`src/rtl/core/bmsu_pkg.sv`:
```
package bmsu_pkg;

    localparam int PAYLOAD_BYTES_DEF = 8;
    localparam int HDR_BYTES         = 3;
    localparam int PAYLOAD_W         = 64;
    localparam int CFG_IDX_W         = 4;

    // status codes
    localparam logic [1:0] ST_OK          = 2'd0;
    localparam logic [1:0] ST_BAD_HEADER  = 2'd1;
    localparam logic [1:0] ST_BAD_COMMAND = 2'd2;
    localparam logic [1:0] ST_BAD_SUM     = 2'd3;

    // register indexes
    localparam logic [CFG_IDX_W-1:0] REG_START_MARKER   = 4'd0;
    localparam logic [CFG_IDX_W-1:0] REG_DEVICE_ADDRESS = 4'd1;
    localparam logic [CFG_IDX_W-1:0] REG_LENGTH_CODE    = 4'd2;
    localparam logic [CFG_IDX_W-1:0] REG_WANTED_COMMAND = 4'd3;

    typedef struct packed {
        logic [7:0] start_marker;
        logic [7:0] device_address;
        logic [7:0] length_code;
        logic [7:0] wanted_command;
    } cfg_t;

    typedef struct packed {
        logic [1:0]           status;
        logic [PAYLOAD_W-1:0] payload;
        logic [7:0]           command;
    } result_t;

endpackage

```
`src/rtl/core/bms_uart_frame_receiver.sv`:
```
// a frame result is registered and appears in the cycle after its checksum byte is accepted
// throughput: one byte per cycle; the single output register stalls input only
// while a result waits and m_tready is low
// reset (rst_n, async, active low) returns to hunting for the start byte and
// loads the register defaults: start 165, address 1, length 8, command 0 (any)
module bms_uart_frame_receiver
    import bmsu_pkg::*;
#(
    parameter int PAYLOAD_BYTES = PAYLOAD_BYTES_DEF
)
(
    input  logic                 clk,
    input  logic                 rst_n,
    input  logic                 s_tvalid,
    output logic                 s_tready,
    input  logic [7:0]           s_tdata,   // [7:0] rx_byte
    output logic                 m_tvalid,
    input  logic                 m_tready,
    output logic [79:0]          m_tdata,   // [7:0] command, [71:8] payload, [73:72] status
    input  logic                 cfg_valid,
    output logic                 cfg_ready,
    input  logic [CFG_IDX_W-1:0] cfg_index,
    input  logic [7:0]           cfg_data
);

    cfg_t    cfg;
    logic    byte_accept;
    logic    res_valid;
    result_t res;
    logic    out_valid_reg, out_valid_next;
    result_t out_reg;

    assign cfg_ready   = 1'b1;
    assign s_tready    = !out_valid_reg || m_tready;
    assign byte_accept = s_tvalid && s_tready;

    bmsu_cfg_regs u_cfg_regs (
        .clk      (clk),
        .rst_n    (rst_n),
        .wr_en    (cfg_valid && cfg_ready),
        .wr_index (cfg_index),
        .wr_data  (cfg_data),
        .cfg      (cfg)
    );

    bmsu_frame_parse #(
        .PAYLOAD_BYTES (PAYLOAD_BYTES)
    ) u_frame_parse (
        .clk        (clk),
        .rst_n      (rst_n),
        .cfg        (cfg),
        .byte_valid (byte_accept),
        .rx_byte    (s_tdata),
        .res_valid  (res_valid),
        .res        (res)
    );

    always_comb
    begin
        out_valid_next = out_valid_reg;
        if (m_tready)
            out_valid_next = 1'b0;
        if (res_valid)
            out_valid_next = 1'b1;
    end

    always_ff @(posedge clk or negedge rst_n)
    begin
        if (!rst_n)
            out_valid_reg <= 1'b0;
        else
            out_valid_reg <= out_valid_next;
    end

    always_ff @(posedge clk)
    begin
        if (res_valid)
            out_reg <= res;
    end

    assign m_tvalid = out_valid_reg;
    assign m_tdata  = {6'd0, out_reg.status, out_reg.payload, out_reg.command};

    // a new result needs a byte accepted on the previous edge
    a_result_from_byte: assert property (@(posedge clk) disable iff (!rst_n)
        (m_tvalid && !$past(m_tvalid)) |-> $past(byte_accept))
        else $error("result appeared without an accepted byte");

    // input is held off only by a pending, untaken result
    a_stall_cause: assert property (@(posedge clk) disable iff (!rst_n)
        !s_tready |-> (m_tvalid && !m_tready))
        else $error("input stalled without a pending result");

    // a result is never overwritten while still pending
    a_no_overwrite: assert property (@(posedge clk) disable iff (!rst_n)
        (m_tvalid && !m_tready) |-> !res_valid)
        else $error("pending result overwritten");

endmodule

```
`src/rtl/core/bmsu_cfg_regs.sv`:
```
module bmsu_cfg_regs
    import bmsu_pkg::*;
(
    input  logic                 clk,
    input  logic                 rst_n,
    input  logic                 wr_en,
    input  logic [CFG_IDX_W-1:0] wr_index,
    input  logic [7:0]           wr_data,
    output cfg_t                 cfg
);

    cfg_t cfg_reg;
    cfg_t cfg_next;

    always_comb
    begin
        cfg_next = cfg_reg;
        if (wr_en)
        begin
            case (wr_index)
                REG_START_MARKER:   cfg_next.start_marker   = wr_data;
                REG_DEVICE_ADDRESS: cfg_next.device_address = wr_data;
                REG_LENGTH_CODE:    cfg_next.length_code    = wr_data;
                REG_WANTED_COMMAND: cfg_next.wanted_command = wr_data;
                default:            cfg_next = cfg_reg;
            endcase
        end
    end

    always_ff @(posedge clk or negedge rst_n)
    begin
        if (!rst_n)
        begin
            cfg_reg.start_marker   <= 8'd165;
            cfg_reg.device_address <= 8'd1;
            cfg_reg.length_code    <= 8'd8;
            cfg_reg.wanted_command <= 8'd0;
        end
        else
        begin
            cfg_reg <= cfg_next;
        end
    end

    assign cfg = cfg_reg;

endmodule

```
`src/rtl/core/bmsu_frame_parse.sv`:
```
module bmsu_frame_parse
    import bmsu_pkg::*;
#(
    parameter int PAYLOAD_BYTES = PAYLOAD_BYTES_DEF
)
(
    input  logic       clk,
    input  logic       rst_n,
    input  cfg_t       cfg,
    input  logic       byte_valid,
    input  logic [7:0] rx_byte,
    output logic       res_valid,
    output result_t    res
);

    localparam int LAST_POS = HDR_BYTES + PAYLOAD_BYTES;
    localparam int POS_W    = $clog2(LAST_POS + 1);
    localparam int PAD_BITS = 8 * (PAYLOAD_W / 8 - PAYLOAD_BYTES);

    localparam logic [POS_W-1:0] POS_ADDR = POS_W'(0);
    localparam logic [POS_W-1:0] POS_CMD  = POS_W'(1);
    localparam logic [POS_W-1:0] POS_LEN  = POS_W'(2);
    localparam logic [POS_W-1:0] POS_LAST = POS_W'(LAST_POS);

    logic                 collecting_reg, collecting_next;
    logic [POS_W-1:0]     pos_reg, pos_next;
    logic [7:0]           sum_reg, sum_next;
    logic [7:0]           addr_reg, addr_next;
    logic [7:0]           cmd_reg, cmd_next;
    logic [7:0]           len_reg, len_next;
    logic [PAYLOAD_W-1:0] shift_reg, shift_next;
    logic                 bad_header, bad_command;

    always_comb
    begin
        collecting_next = collecting_reg;
        pos_next        = pos_reg;
        sum_next        = sum_reg;
        addr_next       = addr_reg;
        cmd_next        = cmd_reg;
        len_next        = len_reg;
        shift_next      = shift_reg;
        res_valid       = 1'b0;
        if (byte_valid)
        begin
            if (!collecting_reg)
            begin
                if (rx_byte == cfg.start_marker)
                begin
                    collecting_next = 1'b1;
                    pos_next        = '0;
                    sum_next        = rx_byte;
                    shift_next      = '0;
                end
            end
            else if (pos_reg == POS_LAST)
            begin
                // checksum byte closes the frame
                res_valid       = 1'b1;
                collecting_next = 1'b0;
                pos_next        = '0;
            end
            else
            begin
                case (pos_reg)
                    POS_ADDR: addr_next = rx_byte;
                    POS_CMD:  cmd_next  = rx_byte;
                    POS_LEN:  len_next  = rx_byte;
                    default:  shift_next = {shift_reg[PAYLOAD_W-9:0], rx_byte};
                endcase
                sum_next = sum_reg + rx_byte;
                pos_next = pos_reg + POS_W'(1);
            end
        end
    end

    assign bad_header  = (addr_reg != cfg.device_address) || (len_reg != cfg.length_code);
    assign bad_command = (cfg.wanted_command != 8'd0) && (cmd_reg != cfg.wanted_command);

    always_comb
    begin
        res.command = cmd_reg;
        res.payload = shift_reg << PAD_BITS;
        if (bad_header)
            res.status = ST_BAD_HEADER;
        else if (bad_command)
            res.status = ST_BAD_COMMAND;
        else if (sum_reg != rx_byte)
            res.status = ST_BAD_SUM;
        else
            res.status = ST_OK;
    end

    always_ff @(posedge clk or negedge rst_n)
    begin
        if (!rst_n)
        begin
            collecting_reg <= 1'b0;
            pos_reg        <= '0;
            sum_reg        <= '0;
            addr_reg       <= '0;
            cmd_reg        <= '0;
            len_reg        <= '0;
        end
        else
        begin
            collecting_reg <= collecting_next;
            pos_reg        <= pos_next;
            sum_reg        <= sum_next;
            addr_reg       <= addr_next;
            cmd_reg        <= cmd_next;
            len_reg        <= len_next;
        end
    end

    always_ff @(posedge clk)
    begin
        shift_reg <= shift_next;
    end

endmodule
```
`config.mk`:
```
export PLATFORM = sky130hd
export DESIGN_NAME = bms_uart_frame_receiver
export DESIGN_NICKNAME = d
export VERILOG_FILES = /design/src/rtl/core/bmsu_pkg.sv /design/src/rtl/core/bms_uart_frame_receiver.sv /design/src/rtl/core/bmsu_cfg_regs.sv /design/src/rtl/core/bmsu_frame_parse.sv
export SDC_FILE = /design/constraint.sdc
export NUM_CORES = 1
export LEC_CHECK = 0
export ABC_AREA = 1
export BUFFER_PORTS_ARGS = -buffer_cell sky130_fd_sc_hd__buf_2
export CAP_MARGIN = 20
export CORE_ASPECT_RATIO = 1.75
export CORE_MARGIN = 3
export CORE_UTILIZATION = 52
export CTS_BUF_LIST = sky130_fd_sc_hd__clkbuf_16
export DETAILED_ROUTE_END_ITERATION = 8
export GPL_ROUTABILITY_DRIVEN = 0
export PLACE_DENSITY = 0.76
export SYNTH_ARGS = -nofsm -noshare
export SYNTH_HDL_FRONTEND = slang
export SYNTH_SLANG_ARGS = --single-unit
```
`constraint.sdc`:
```
create_clock -name clk -period 4.9 [get_ports clk]
set_input_delay 0.98 -clock clk [delete_from_list [all_inputs] [get_ports clk]]
set_output_delay 0.98 -clock clk [all_outputs]
set_load 0.01 [all_outputs]
```
==> flow_summary.yaml <==
setup_path:
  cp.required_ns: 5.00
  path_cells: "buf_2 -> xnor2_1 -> nand2_1 -> nor2_1 -> nand2_1 -> nand2_1 -> nand3_2 -> a21oi_4 -> buf_4"
  critPathKind: "primary input to flip-flop"
  slowest_stage: "buf_4"
  path_max_fanout: 64
  reg2reg_slack_ns: 2.32
  startpoint_type: "primary input"
  critPathMaxStageDelay_ns: 0.63
  crit_top_cell: "nand2_1"
  cp_data_arrival_time_ns: 2.84
  crit_buf_inv: 2
  crit_family: "buffers and inverters"
  endpoint_kind: "flip-flop"
routing:
  drc: 0
  wirelength_mm: 16.1
  via_count: 5230
  viasPerCell: 5.04
  first_pass_iters: 4
  ant_nets: 0
  drt_iter0_markers: 269
  wl_per_cell_um: 15.5
yosys:
  yosys.area.top_type: "edfxtp_1"
  yosys_warnings: 0
  yosysMostFrequentCell: "nand2_1"
  synth_area_leaders: "edfxtp_1 (49%), dfrtp_1 (19%), nand2_1 (8.8%), inv_1 (4.9%), o21ai_0 (2.5%)"
  netlist_top_cells_count: "nand2_1 (200), edfxtp_1 (138), inv_1 (111)"
  synth_edf_count: 138
  synth-seq-cells: 208
  synth.top_cell.area_share: 0.488
  seq_area_frac_synth: 0.696
  syn-cell-area_mm2: 0.00849
  yosys_most_used_dff: "edfxtp_1"
  async_flop_share: 0.337
  synth_area_per_cell_um2: 11.6
  syn_inst: 732
  synth.distinct_cells: 36
clock_tree:
  hold_buffers: 0
  cts-htree-levels: 1
  cts_root_buffer: "clkbuf_16"
  clk_latency_ns: 0.48
  cts_sinks: 208
  path_clk_slew_ns: 0.07
  cts_max_path_buffers: 3
  cts_tree: "yes"
  cts-resized-gates: 0
  cts_buffers: 19
  cts_setup_buffers: 0
timing:
  setup_viol: 0
  fin_worst_skew_ns: 0.0124
  rsz0062_at_grt: "false"
  post-route-min-period_ns: 2.74
  relSlewSlack: 0.382
  finalCritPeriodShare: 0.559
  setup_tns_ns: 0
  finalHoldViolCount: 0
  worst_slew_pin_slew_ns: 0.927
  max_freq_ghz: 0.365
  finalMaxSlewViolations: 0
outcome:
  status: "complete, no violations"
global_routing:
  grt_max_degree: 75
  antenna_found_initial: 0
  grt_pass1_wl_mm: 25.0
  grt_use_total: 0.180
  grt-ovfl-total: 0
  grt_pass1_vias: 5020
floorplanning:
  die_w_um: 103
  initial_utilization: 0.532
  num_rows: 61
  die_y_um: 175
  fp.dieArea_mm2: 0.0179
  top_level_ports: 108
  core-area_mm2: 0.0160
layout:
  fin_util: 0.610
  num_antenna_cells: 0
  drive_gt1_frac: 0.190
  largest_reg_flops: 74
  synthToLayoutAreaGrowth_pct: 14.7
  final_cells: 1038
  layout.nets: 875
placement:
  dp_hpwl_mm: 11.1
  io_buffer_count: 100
  dp_cells: 1006
power:
  irDropWorstVdd_mv: 0.353
  power.leakage_nw: 4.52
  power-per-cell-area_mw_per_mm2: 485
min_path:
  hp-class: "primary input to asynchronous set/reset pin"
flow_run:
  drv_cap: 0
==> metrics by stage <==
stage	instance area [um2]	setup WS [ns]	hold WS, ns	power, mW
global placement	9140	1.73	0.401	3.31
detailed placement	9140	1.67	0.406	3.34
floorplan	8510	0.0452	0.400	3.08
CTS	9740	2.17	0.263	4.76
finish	9740	2.16	0.275	4.73
global route	9740	2.03	0.267	4.97
==> layout make-up <==
cell class	instances	area, um2
clock buffers	19	475
clock inverters	13	116
fillers	1252	6220
inverters	113	424
multi-input cells	392	2050
flip-flops and latches	208	5900
well taps	189	236
repair buffers	104	531
==> worst reg2reg max path: cells and delay by family (launching register included) <==
kind	cells	cell delay, ns
AO/OA/AOI/OAI	1	0.17
XOR/XNOR	1	0.11
buffers and inverters	1	0.63
flip-flops	1	0.54
AND/OR/NAND/NOR	5	0.70
==> kinds of logic (layout without fill, tap and decap cells) <==
kind of cell             after synthesis  count (layout)  share of synthesized area
AND/OR/NAND/NOR                      271             271                      0.141
flip-flops                           208             208                      0.696
buffers and inverters                137             249                     0.0675
AO/OA/AOI/OAI                         74              74                     0.0478
XOR/XNOR                              28              28                     0.0289
adder cells (fa/ha/maj)               12              12                     0.0186
other                                  2               7                   0.000885
==> path summary, 6_finish.rpt <==
check / depth (start not counted) / to / from
worst max-delay path: 9 / u_frame_parse.shift_reg[25] / s_tdata[1]
worst min-delay path: 1 / m_tvalid / rst_n
worst max register to register: 8 / u_frame_parse.shift_reg[25] / u_cfg_regs.cfg[24]
worst min register to register: 0 / m_tdata[69] / u_frame_parse.shift_reg[61]
max in group asynchronous: 2 / u_frame_parse.collecting_reg / rst_n
min in group clk: 0 / m_tdata[69] / u_frame_parse.shift_reg[61]
==> cell usage in the layout, fill, tap and decap left out, types with 2 or more instances in the layout <==
cell type	n
nand2_1	200
edfxtp_1	138
inv_1	113
buf_2	100
dfrtp_1	63
o21ai_0	42
nand3_1	31
xnor2_1	22
clkbuf_16	19
o21ai_1	17
nor2_1	12
ha_1	11
o21ai_2	7
conb_1	7
xor2_1	6
dfstp_2	6
or2_2	5
nand4_1	5
a21oi_1	4
clkinv_1	4
buf_4	4
nand4_4	3
nor3_1	3
nor4_1	3
inv_2	2
nand3b_1	2
bufinv_16	2
clkinv_2	2
clkinvlp_4	2
==> per-layer routing <==
metal | routed length [um] | global-route usage | up-vias | part of all wire
met2 | 8510 | 0.326 | 169 | 0.53
met4 | 770 | 0.0810 | 0 | 0.048
met3 | 850 | 0.0252 | 55 | 0.053
li1 | - | - | 2567 | -
met1 | 6000 | 0.205 | 2439 | 0.37
met5 | 0 | 0 | - | 0
==> power by group <==
group | switching [mW] | internal [mW] | total (mW)
clock network | 0.604 | 0.812 | 1.42
logic | 0.559 | 0.361 | 0.921
registers | 0.219 | 2.17 | 2.39
Note: power is estimated with default switching activity, not from simulation.
